**config.mk**
```make
export PLATFORM = sky130hd
export DESIGN_NAME = firmware_word_xor_descrambler_top
export DESIGN_NICKNAME = d
export VERILOG_FILES = /design/src/hdl/fwxd_pkg.sv /design/src/hdl/fwxd_front.sv /design/src/hdl/fwxd_queue.sv /design/src/hdl/fwxd_back.sv /design/src/hdl/firmware_word_xor_descrambler_top.sv
export SDC_FILE = /design/constraint.sdc
export NUM_CORES = 2
export LEC_CHECK = 0
export BUFFER_PORTS_ARGS = -buffer_cell sky130_fd_sc_hd__buf_4
export CAP_MARGIN = 20
export CORE_MARGIN = 2
export CORE_UTILIZATION = 40
export CTS_BUF_LIST = sky130_fd_sc_hd__clkbuf_16
export DETAILED_ROUTE_END_ITERATION = 8
export SYNTH_ARGS = -nofsm -noshare
export SYNTH_HDL_FRONTEND = slang
export SYNTH_SLANG_ARGS = --single-unit
export TNS_END_PERCENT = 20
```
**constraint.sdc**
```tcl
create_clock -name clock -period 5.8 [get_ports clock]
set_input_delay 0.29 -clock clock [delete_from_list [all_inputs] [get_ports clock]]
set_output_delay 0.29 -clock clock [all_outputs]
set_load 0.05 [all_outputs]
```
**src/hdl/fwxd_pkg.sv**
```systemverilog
// shared types and constants for the word xor descrambler
`timescale 1ns / 1ps
`default_nettype none
package fwxd_pkg;

   localparam int WORD_W       = 32;
   localparam int BLOCK_W      = 25;
   localparam int WIDX_W       = 5;
   localparam int CSR_IDX_W    = 3;
   localparam int QUEUE_DEPTH  = 4;

   localparam logic [WIDX_W-1:0] LAST_WORD_IDX = WIDX_W'(8'h20 - 8'd1);
   localparam int                BLOCK_SHIFT   = 7;   // 0x80 bytes per block

   // register indexes
   localparam logic [CSR_IDX_W-1:0] CSR_IV0           = 3'd0;
   localparam logic [CSR_IDX_W-1:0] CSR_IV1           = 3'd1;
   localparam logic [CSR_IDX_W-1:0] CSR_IV2           = 3'd2;
   localparam logic [CSR_IDX_W-1:0] CSR_IV3           = 3'd3;
   localparam logic [CSR_IDX_W-1:0] CSR_LITTLE_ENDIAN = 3'd4;
   localparam logic [CSR_IDX_W-1:0] CSR_START_BLOCK   = 3'd5;
   localparam logic [CSR_IDX_W-1:0] CSR_REGION_BLOCKS = 3'd6;

   // one classified word on its way from front to back
   typedef struct packed {
      logic [WORD_W-1:0] data;
      logic [WORD_W-1:0] key;
      logic [WORD_W-1:0] offset;
      logic              little_endian;
      logic              last;
   } fwxd_entry_type;

endpackage
`default_nettype wire

```
**src/hdl/fwxd_front.sv**
```systemverilog
// front end: csr file, region tracking and key word generation
`timescale 1ns / 1ps
`default_nettype none
module fwxd_front
   import fwxd_pkg::*;
(
   input  wire logic                 clock,
   input  wire logic                 reset,
   input  wire logic                 csr_we,
   input  wire logic [CSR_IDX_W-1:0] csr_index,
   input  wire logic [WORD_W-1:0]    csr_wdata,
   input  wire logic                 push,
   input  wire logic [WORD_W-1:0]    data_in,
   output fwxd_entry_type            entry
);

   logic [WORD_W-1:0]  iv_ff [4];
   logic [WORD_W-1:0]  iv_in [4];
   logic [WORD_W-1:0]  t0_ff, t0_in, t1_ff, t1_in;
   logic               le_ff, le_in;
   logic [BLOCK_W-1:0] start_ff, start_in;
   logic [BLOCK_W-1:0] region_ff, region_in;
   logic [WIDX_W-1:0]  widx_ff, widx_in;
   logic [WORD_W-1:0]  offset_ff, offset_in;
   logic [BLOCK_W-1:0] left_ff, left_in;

   logic [WORD_W-1:0]  tsel;
   logic [WORD_W-1:0]  ivsel;
   logic [WORD_W-1:0]  key;
   logic               last_block;
   logic               last;

   // key word for the current index
   always_comb begin
      unique case (widx_ff[1:0])
         2'd0:    tsel = t0_ff;
         2'd1:    tsel = t1_ff;
         2'd2:    tsel = ~t0_ff;
         default: tsel = ~t1_ff;
      endcase
      ivsel = iv_ff[widx_ff[4:3]];
      // t + iv - 1, or t - iv - 1 which is t + ~iv
      if (widx_ff[2]) key = tsel + ~ivsel;
      else            key = tsel + ivsel + {WORD_W{1'b1}};
   end

   assign last_block = (left_ff <= BLOCK_W'(1));
   assign last       = last_block && (widx_ff == LAST_WORD_IDX);

   always_comb begin
      entry.data          = data_in;
      entry.key           = key;
      entry.offset        = offset_ff;
      entry.little_endian = le_ff;
      entry.last          = last;
   end

   always_comb begin
      iv_in     = iv_ff;
      t0_in     = t0_ff;
      t1_in     = t1_ff;
      le_in     = le_ff;
      start_in  = start_ff;
      region_in = region_ff;
      widx_in   = widx_ff;
      offset_in = offset_ff;
      left_in   = left_ff;
      if (csr_we) begin
         unique case (csr_index)
            CSR_IV0: begin
               iv_in[0] = csr_wdata;
               t0_in    = csr_wdata - iv_ff[2] - WORD_W'(1);
            end
            CSR_IV1: begin
               iv_in[1] = csr_wdata;
               t1_in    = csr_wdata - iv_ff[3] - WORD_W'(1);
            end
            CSR_IV2: begin
               iv_in[2] = csr_wdata;
               t0_in    = iv_ff[0] - csr_wdata - WORD_W'(1);
            end
            CSR_IV3: begin
               iv_in[3] = csr_wdata;
               t1_in    = iv_ff[1] - csr_wdata - WORD_W'(1);
            end
            CSR_LITTLE_ENDIAN: le_in = csr_wdata[0];
            CSR_START_BLOCK: begin
               start_in  = csr_wdata[BLOCK_W-1:0];
               widx_in   = '0;
               offset_in = {csr_wdata[BLOCK_W-1:0], {BLOCK_SHIFT{1'b0}}};
               left_in   = region_ff;
            end
            CSR_REGION_BLOCKS: begin
               region_in = csr_wdata[BLOCK_W-1:0];
               widx_in   = '0;
               offset_in = {start_ff, {BLOCK_SHIFT{1'b0}}};
               left_in   = csr_wdata[BLOCK_W-1:0];
            end
            default: ;
         endcase
      end else if (push) begin
         if (widx_ff == LAST_WORD_IDX) begin
            widx_in = '0;
            if (last_block) begin
               offset_in = {start_ff, {BLOCK_SHIFT{1'b0}}};
               left_in   = region_ff;
            end else begin
               offset_in = offset_ff + (WORD_W'(1) << BLOCK_SHIFT);
               left_in   = left_ff - BLOCK_W'(1);
            end
         end else begin
            widx_in = widx_ff + WIDX_W'(1);
         end
      end
   end

   always_ff @(posedge clock) begin
      if (reset) begin
         for (int i = 0; i < 4; i++) iv_ff[i] <= '0;
         t0_ff     <= {WORD_W{1'b1}};
         t1_ff     <= {WORD_W{1'b1}};
         le_ff     <= 1'b0;
         start_ff  <= '0;
         region_ff <= BLOCK_W'(1);
         widx_ff   <= '0;
         offset_ff <= '0;
         left_ff   <= BLOCK_W'(1);
      end else begin
         iv_ff     <= iv_in;
         t0_ff     <= t0_in;
         t1_ff     <= t1_in;
         le_ff     <= le_in;
         start_ff  <= start_in;
         region_ff <= region_in;
         widx_ff   <= widx_in;
         offset_ff <= offset_in;
         left_ff   <= left_in;
      end
   end

endmodule
`default_nettype wire

```
**src/hdl/fwxd_queue.sv**
```systemverilog
// short queue between front and back
`timescale 1ns / 1ps
`default_nettype none
module fwxd_queue
   import fwxd_pkg::*;
#(
   parameter int DEPTH = QUEUE_DEPTH
) (
   input  wire logic     clock,
   input  wire logic     reset,
   input  wire logic     push,
   input  fwxd_entry_type push_entry,
   output logic          full,
   input  wire logic     pop,
   output fwxd_entry_type head,
   output logic          empty
);

   localparam int PTR_W = (DEPTH > 1) ? $clog2(DEPTH) : 1;
   localparam int CNT_W = $clog2(DEPTH + 1);

   fwxd_entry_type     store_ff [DEPTH];
   logic [PTR_W-1:0]   wr_ff, wr_in, rd_ff, rd_in;
   logic [CNT_W-1:0]   cnt_ff, cnt_in;
   logic               do_push, do_pop;

   assign full    = (cnt_ff == CNT_W'(DEPTH));
   assign empty   = (cnt_ff == '0);
   assign do_push = push && !full;
   assign do_pop  = pop && !empty;
   assign head    = store_ff[rd_ff];

   always_comb begin
      wr_in  = wr_ff;
      rd_in  = rd_ff;
      cnt_in = cnt_ff;
      if (do_push) wr_in = (wr_ff == PTR_W'(DEPTH - 1)) ? '0 : wr_ff + PTR_W'(1);
      if (do_pop)  rd_in = (rd_ff == PTR_W'(DEPTH - 1)) ? '0 : rd_ff + PTR_W'(1);
      if (do_push && !do_pop)      cnt_in = cnt_ff + CNT_W'(1);
      else if (do_pop && !do_push) cnt_in = cnt_ff - CNT_W'(1);
   end

   always_ff @(posedge clock) begin
      if (do_push) store_ff[wr_ff] <= push_entry;
   end

   always_ff @(posedge clock) begin
      if (reset) begin
         wr_ff  <= '0;
         rd_ff  <= '0;
         cnt_ff <= '0;
      end else begin
         wr_ff  <= wr_in;
         rd_ff  <= rd_in;
         cnt_ff <= cnt_in;
      end
   end

endmodule
`default_nettype wire

```
**src/hdl/fwxd_back.sv**
```systemverilog
// back end: xor with key minus offset, byte order, result register
`timescale 1ns / 1ps
`default_nettype none
module fwxd_back
   import fwxd_pkg::*;
(
   input  wire logic        clock,
   input  wire logic        reset,
   input  fwxd_entry_type   head,
   input  wire logic        q_empty,
   output logic             q_pop,
   input  wire logic        rsp_pop,
   output logic             rsp_empty,
   output logic [WORD_W-1:0] rsp_data_out,
   output logic             rsp_last_word
);

   function automatic logic [WORD_W-1:0] swap_bytes(input logic [WORD_W-1:0] v);
      return {v[7:0], v[15:8], v[23:16], v[31:24]};
   endfunction

   logic               valid_ff, valid_in;
   logic [WORD_W-1:0]  data_ff, data_in;
   logic               last_ff, last_in;
   logic [WORD_W-1:0]  mask;
   logic [WORD_W-1:0]  word;
   logic [WORD_W-1:0]  result;

   assign q_pop = !q_empty && (!valid_ff || rsp_pop);

   always_comb begin
      mask   = head.key - head.offset;
      word   = head.little_endian ? head.data : swap_bytes(head.data);
      word   = word ^ mask;
      result = head.little_endian ? word : swap_bytes(word);
   end

   always_comb begin
      valid_in = valid_ff;
      data_in  = data_ff;
      last_in  = last_ff;
      if (q_pop) begin
         valid_in = 1'b1;
         data_in  = result;
         last_in  = head.last;
      end else if (rsp_pop) begin
         valid_in = 1'b0;
      end
   end

   always_ff @(posedge clock) begin
      if (reset) valid_ff <= 1'b0;
      else       valid_ff <= valid_in;
   end

   always_ff @(posedge clock) begin
      data_ff <= data_in;
      last_ff <= last_in;
   end

   assign rsp_empty     = !valid_ff;
   assign rsp_data_out  = data_ff;
   assign rsp_last_word = last_ff;

endmodule
`default_nettype wire

```
**src/hdl/firmware_word_xor_descrambler_top.sv**
```systemverilog
// top level of the firmware word xor descrambler
//
// usage
// - input side looks like a queue: drive req_data_in and raise req_push; a beat is
//   taken at a clock edge with req_push high and req_full low
// - result side looks like a queue: while rsp_empty is low the oldest result sits on
//   rsp_data_out / rsp_last_word and is taken at an edge with rsp_pop high
// - csr port: csr_we, csr_index, csr_wdata; a write lands at the edge, indexes 0..3 are
//   the iv words, 4 byte order, 5 start block, 6 region length; others are dropped
// - writing start block or region length re-arms the region at once
// - a beat accepted into the queue moves on into the result register once that register
//   is empty or being popped; one beat per cycle while req_full is low and rsp_pop stays
//   high; the back end has a single xor / subtract path, the front end a key adder
// - a queue of QUEUE_DEPTH_P beats sits between front and back; when the receiver stalls
//   the result register holds and the queue fills, then req_full rises
// - reset: iv words zero, big endian, start block 0, region length 1, queue and result
//   register empty; no clearing pass is needed
// - rsp_last_word marks the final word of the region; the next beat begins a new pass
`timescale 1ns / 1ps
`default_nettype none
module firmware_word_xor_descrambler_top
   import fwxd_pkg::*;
#(
   parameter int QUEUE_DEPTH_P = QUEUE_DEPTH
) (
   input  wire logic                 clock,
   input  wire logic                 reset,
   // input beats
   input  wire logic                 req_push,
   output logic                      req_full,
   input  wire logic [WORD_W-1:0]    req_data_in,
   // result beats
   output logic                      rsp_empty,
   input  wire logic                 rsp_pop,
   output logic [WORD_W-1:0]         rsp_data_out,
   output logic                      rsp_last_word,
   // register writes
   input  wire logic                 csr_we,
   input  wire logic [CSR_IDX_W-1:0] csr_index,
   input  wire logic [WORD_W-1:0]    csr_wdata
);

   fwxd_entry_type front_entry;
   fwxd_entry_type q_head;
   logic           accept;
   logic           q_empty;
   logic           q_pop;

   // a beat is taken only when the queue has room
   assign accept = req_push && !req_full;

   fwxd_front u_front (
      .clock     (clock),
      .reset     (reset),
      .csr_we    (csr_we),
      .csr_index (csr_index),
      .csr_wdata (csr_wdata),
      .push      (accept),
      .data_in   (req_data_in),
      .entry     (front_entry)
   );

   fwxd_queue #(
      .DEPTH (QUEUE_DEPTH_P)
   ) u_queue (
      .clock      (clock),
      .reset      (reset),
      .push       (accept),
      .push_entry (front_entry),
      .full       (req_full),
      .pop        (q_pop),
      .head       (q_head),
      .empty      (q_empty)
   );

   // back end drains the queue into the result register
   fwxd_back u_back (
      .clock         (clock),
      .reset         (reset),
      .head          (q_head),
      .q_empty       (q_empty),
      .q_pop         (q_pop),
      .rsp_pop       (rsp_pop),
      .rsp_empty     (rsp_empty),
      .rsp_data_out  (rsp_data_out),
      .rsp_last_word (rsp_last_word)
   );

endmodule
`default_nettype wire
```
Word level (Yosys, flattened, before mapping)
Memories as Yosys holds them, arrays and structs flattened. A register that Yosys moved wholly into a read port is not among the register bits.
Cells that the tools add are included.
Widths: inputs -> output; s select.
Word-level totals
  register bits after elaboration: 346
  memory bits (writable): 392
  input bits: 72
  output and inout port bits: 35
  logic and storage cells: 126
  memories: 1
Operators by class
  add/subtract/negate cells: 19
  magnitude comparators: 2
  equality and inequality tests: 14
  multiplexer cells: 33
  bitwise operators: 5
  reduce and logical (&&, ||, !) cells: 34
Memory list
  u_queue.store_ff: depth 4, width 98, rd ports 1, clocked after memory_dff 1, wr ports 1, line fwxd_queue.sv:22  | fwxd_entry_type store_ff [DEPTH];
Operator list (number)
  $mux 32: 9
  $pmux 32 s2: 3
  $sub 32x32->32: 5
  $sub 32x1->32 const B: 4
  $mux 25: 4
  $not 32->32: 3
  $pmux 32 s3: 1
  $add 32x32->32: 2
  $bmux 32 s2: 1
  $pmux 25 s2: 1
  $add 32x32->32 const B: 1
  $add 32x8->32 const B: 1
  $xor 32x32->32: 1
  $le 25x1->1 const B: 1
  $sub 25x1->25 const B: 1
  $mux 5: 4
  $reduce_and 2->1: 10
  $eq 3x3->1 const B: 4
  $reduce_bool 2->1: 6
  $mux 2: 4
  $logic_and 1x1->1: 7
  $eq 2x2->1 const B: 3
  $eq 3x2->1 const B: 2
  $logic_not 3->1: 2
  other kinds (18): 27

Depth between registers and ports, before layout
  word-level depth: 8
  depth in mapped cells: 21
  gate-level depth less buffers: 20

Cells and area by module
A second synthesis with hierarchy kept.
Unflattened totals
  cell total of the unflattened synthesis: 4413
  area, all modules: 43291.5 µm²
Modules (own cells, without submodules)
  fwxd_front: instances 1, cells an instance 3420, area each 24963.9 µm², sequential area each 5965.7 µm²
  fwxd_queue: instances 1, cells an instance 562, area each 14591.5 µm², sequential area each 11951.5 µm²
  fwxd_back: instances 1, cells an instance 430, area each 3722.3 µm², sequential area each 1011.0 µm²
  firmware_word_xor_descrambler_top: instances 1, cells an instance 1, area each 13.8 µm², sequential area each 0.0 µm²

Least setup slack after synthesis
OpenSTA, ideal clock, no wires.
  path kind: register to register
  from: register (tool-made name)
  to: register u_back.data_ff[29], in the netlist u_back.rsp_data_out[29], data pin
  setup time: 258 ps
  arrival time: 4776 ps
  slack: 767 ps
  cell stages (with the launch flop): 18
  path through: dfxtp_1 -> buf_2 -> clkbuf_1 -> clkbuf_1 -> buf_1 -> mux4_2 -> ha_1 -> a21o_1 -> a21oi_1 -> nor2b_1 -> or3_1 -> o221ai_1 -> a21oi_1 -> a21oi_1 -> mux2i_1 -> a21oi_1 -> a21oi_1 -> xnor2_1
RTL lines
  end signal: assignment: line fwxd_back.sv:57  | data_ff <= data_in;
  end: declaration: line fwxd_back.sv:23  | logic [WORD_W-1:0] data_ff, data_in;

==> qor.csv <==
metric,value,unit
outcome,completed,
cp.required,6.15,ns
syn_inst,4168,
cpMaxStageDelayCell,o21ai_0,
cts-root-buf,clkbuf_16,
syn_nets,4496,
die-height,324,microns
crit_buf_inv,2,
wl_per_cell,20.6,microns
syn_avg_cell_area,9.85,sq um
cp-start-kind,flip-flop,
syn2layout_area_growth,13.1,%
antenna_found_initial,4,
slew_headroom,26.6,%
start_util,40.3,%
hold_viol,0,
highest_layer,met4,
p_leak,17.0,nW
ios,107,
ant_nets,0,
cp_slowest_stage_delay,0.45,ns
cts_tree,done,
die_x,324,microns
wl_met1,54100,microns
final_cell_area,46400,sq um
fin_worst_skew,0.0299,ns
setup_tns,0,ns
holdBufCountCts,55,
rsz0062_at_grt,no,
yosysWarnings,0,
cts-resized-gates,0,
drt_iter0_markers,2510,
placed_area,43200,sq um
path_max_fanout,30,
wl_met3,7070,microns
die_area,105000,sq um
antennaDiodeCount,0,
ys_seq_area_share,44.1,%
fillers,9578,
core,102000,sq um
rows,117,
hpwl,82000,microns
clk_path_buf_depth,3,
drc,0,
port_buffers,106,
path_class,flip-flop to flip-flop,
setup_viol,0,
nets,4567,
htree_levels,3,
clk_latency,0.66,ns
dr_total_vias,31200,
worst_pin_slew,1.09,ns
overflow,0,
viasPerCell,5.51,
vdd_drop_max,360,uV
crit_family,compound AO/OA/AOI/OAI gates,
crit_arrival,5.56,ns
crit_chain,"inv_1, ha_1, buf_4, nor2b_1, a221o_1, o21a_1, ha_1, ha_1, and4b_1, o21bai_1, o211ai_1, o21ai_0, o21ai_0, a311o_1, a21oi_1, o21ai_0, a21oi_1, xor2_1, mux2i_1",
grt_max_degree,159,
dominantRegCellSynth,edfxtp_1,
fmax,192,MHz
firstDrtPassIters,6,
cts_sinks,705,
powerDensity,451,nW/um^2
maxCapViolCount,0,
drive_above_1_share,10.5,%
synthArstFlopShare,0,%
gr-usage-all-layers,21.7,%
met2WireLength,52800,microns
routed_wl,117000,microns
grt_pass1_wl,179000,microns
endpoint_kind,flip-flop,
synthesis.area,41000,sq um
ys_types,85,
numCtsBuffers,81,
min_period,5.21,ns
synth_edf_count,397,
period_share,89.8,%
gp_congestion,0.888,
hold_class,input port to flip-flop,
pre_cts_ws,0.649,ns
synth-seq-cells,705,
layout_setup_ws,0.590,ns
report.final.slew_viol_count,0,
grt_pass1_vias,29800,
cts_setup_buffers,0,
path_clk_slew,0.06,ns
## power by group
group,internal [mW],switching [mW],leakage (nW)
sequential,6.45,0.293,6.15
combinational,3.61,5.45,9.55
clock,2.99,2.15,1.36
## registers in the layout, indices dropped and copies added, names as in the netlist, named ones only
signal                flops
u_front.t1_ff            32
u_front.left_ff          25
u_front.offset_ff        25
u_back.valid_ff           1
u_back.rsp_data_out      32
u_back.rsp_last_word      1
u_queue.cnt_ff            3
u_front.region_ff        25
u_front.t0_ff            32
u_front.le_ff             1
u_queue.store_ff        364
u_queue.rd_ff             2
u_queue.wr_ff             2
u_front.widx_ff           5
u_front.start_ff         25
u_front.iv_ff           128
## cell families after synthesis
family | Yosys count | synth area share [%]
flip-flops | 705 | 44.1
AO/OA/AOI/OAI | 1091 | 17.1
other | 2 | 0.0183
adder cells (fa/ha/maj) | 259 | 8.00
AND/OR/NAND/NOR | 1192 | 12.8
buffers and inverters | 486 | 4.57
multiplexers | 164 | 7.70
XOR/XNOR | 269 | 5.74
## worst reg2reg max path: cells and delay by family, from the launching register on
family	cells	cell delay, ns
fa+ha+maj	3	0.98
compound gates	10	2.53
xor+xnor	1	0.15
mux	1	0.13
buf+inv	2	0.30
simple gates	2	0.39
flops	1	0.42
## path summary, 6_finish.rpt
| check | startpoint | endpoint | slack [ns] | depth (start not counted) |
|---|---|---|---|---|
| max reg2reg | u_front.widx_ff[0] | u_queue.store_ff[1][64] | 0.59 | 19 |
| min reg2reg | u_front.region_ff[0] | u_front.region_ff[0] | 0.45 | 2 |
| max | u_front.widx_ff[0] | u_queue.store_ff[1][64] | 0.59 | 19 |
| min | csr_wdata[8] | u_front.iv_ff[8] | 0.02 | 3 |
## stage by stage
stage / hold WS, ns / util [%] / instances / power [mW]
finish: 0.0201 / 45.6 / 5672 / 20.9
global route: 0.0239 / 45.6 / 5672 / 22.2
CTS: 0.000376 / 45.6 / 5671 / 21.1
detailed placement: 0.438 / 42.4 / 5468 / 15.9
global placement: 0.432 / 42.4 / 5468 / 15.8
floorplan: 0.389 / - / 4168 / 13.3
## cells in the mapped netlist (37+ instances only)
| library cell | n | area [sq um] |
|---|---|---|
| nor2_1 | 299 | 1120 |
| o21ai_0 | 164 | 821 |
| a21oi_1 | 403 | 2020 |
| a211oi_1 | 86 | 646 |
| clkbuf_1 | 182 | 683 |
| nor3_1 | 61 | 305 |
| xor2_1 | 103 | 902 |
| edfxtp_1 | 397 | 11900 |
| ha_1 | 249 | 3120 |
| inv_1 | 265 | 995 |
| nand3_1 | 40 | 200 |
| o21a_1 | 63 | 473 |
| mux4_2 | 121 | 2730 |
| a21o_1 | 107 | 803 |
| xnor2_1 | 166 | 1450 |
| dfxtp_1 | 308 | 6170 |
| nand2b_1 | 37 | 231 |
| nand2_1 | 567 | 2130 |
| nor2b_1 | 60 | 375 |
| mux2i_1 | 39 | 390 |
## metal layers
layer | global-route usage [%] | vias to the layer above
met5 | 0 | -
met4 | 5.33 | 0
met3 | 3.00 | 139
met2 | 35.0 | 907
met1 | 30.8 | 15000
li1 | - | 15200
## cell usage in the layout, fill, tap and decap left out, types with 32 or more instances in the layout
| cell type | Yosys | routed |
|---|---|---|
| o211ai_1 | 35 | 35 |
| xor2_1 | 103 | 103 |
| nand2b_1 | 37 | 37 |
| nand2_1 | 567 | 564 |
| xnor2_1 | 166 | 166 |
| mux2i_1 | 39 | 39 |
| dlygate4sd3_1 | 0 | 55 |
| a221oi_1 | 34 | 34 |
| nand3_1 | 40 | 40 |
| nor3_1 | 61 | 61 |
| mux4_2 | 121 | 121 |
| clkbuf_16 | 0 | 82 |
| nor2_1 | 299 | 292 |
| a221o_1 | 32 | 32 |
| o21a_1 | 63 | 63 |
| nor2b_1 | 60 | 60 |
| dfxtp_1 | 308 | 303 |
| edfxtp_1 | 397 | 397 |
| a211oi_1 | 86 | 86 |
| o21ai_0 | 164 | 164 |
| buf_4 | 0 | 150 |
| a21o_1 | 107 | 107 |
| a21oi_1 | 403 | 402 |
| ha_1 | 249 | 248 |
| inv_1 | 265 | 279 |
## cell type report
type | count | area, sq um | share of cell area, %
multi-input combinational | 2977 | 21200 | 45.6
tap | 1368 | 1710 | 3.69
inverter | 265 | 995 | 2.14
clock buffer | 82 | 2050 | 4.42
clock inverter | 66 | 619 | 1.33
sequential | 705 | 18100 | 39.0
timing repair buffer | 209 | 1760 | 3.79
No activity file was read; power rests on OpenSTA's default activity.
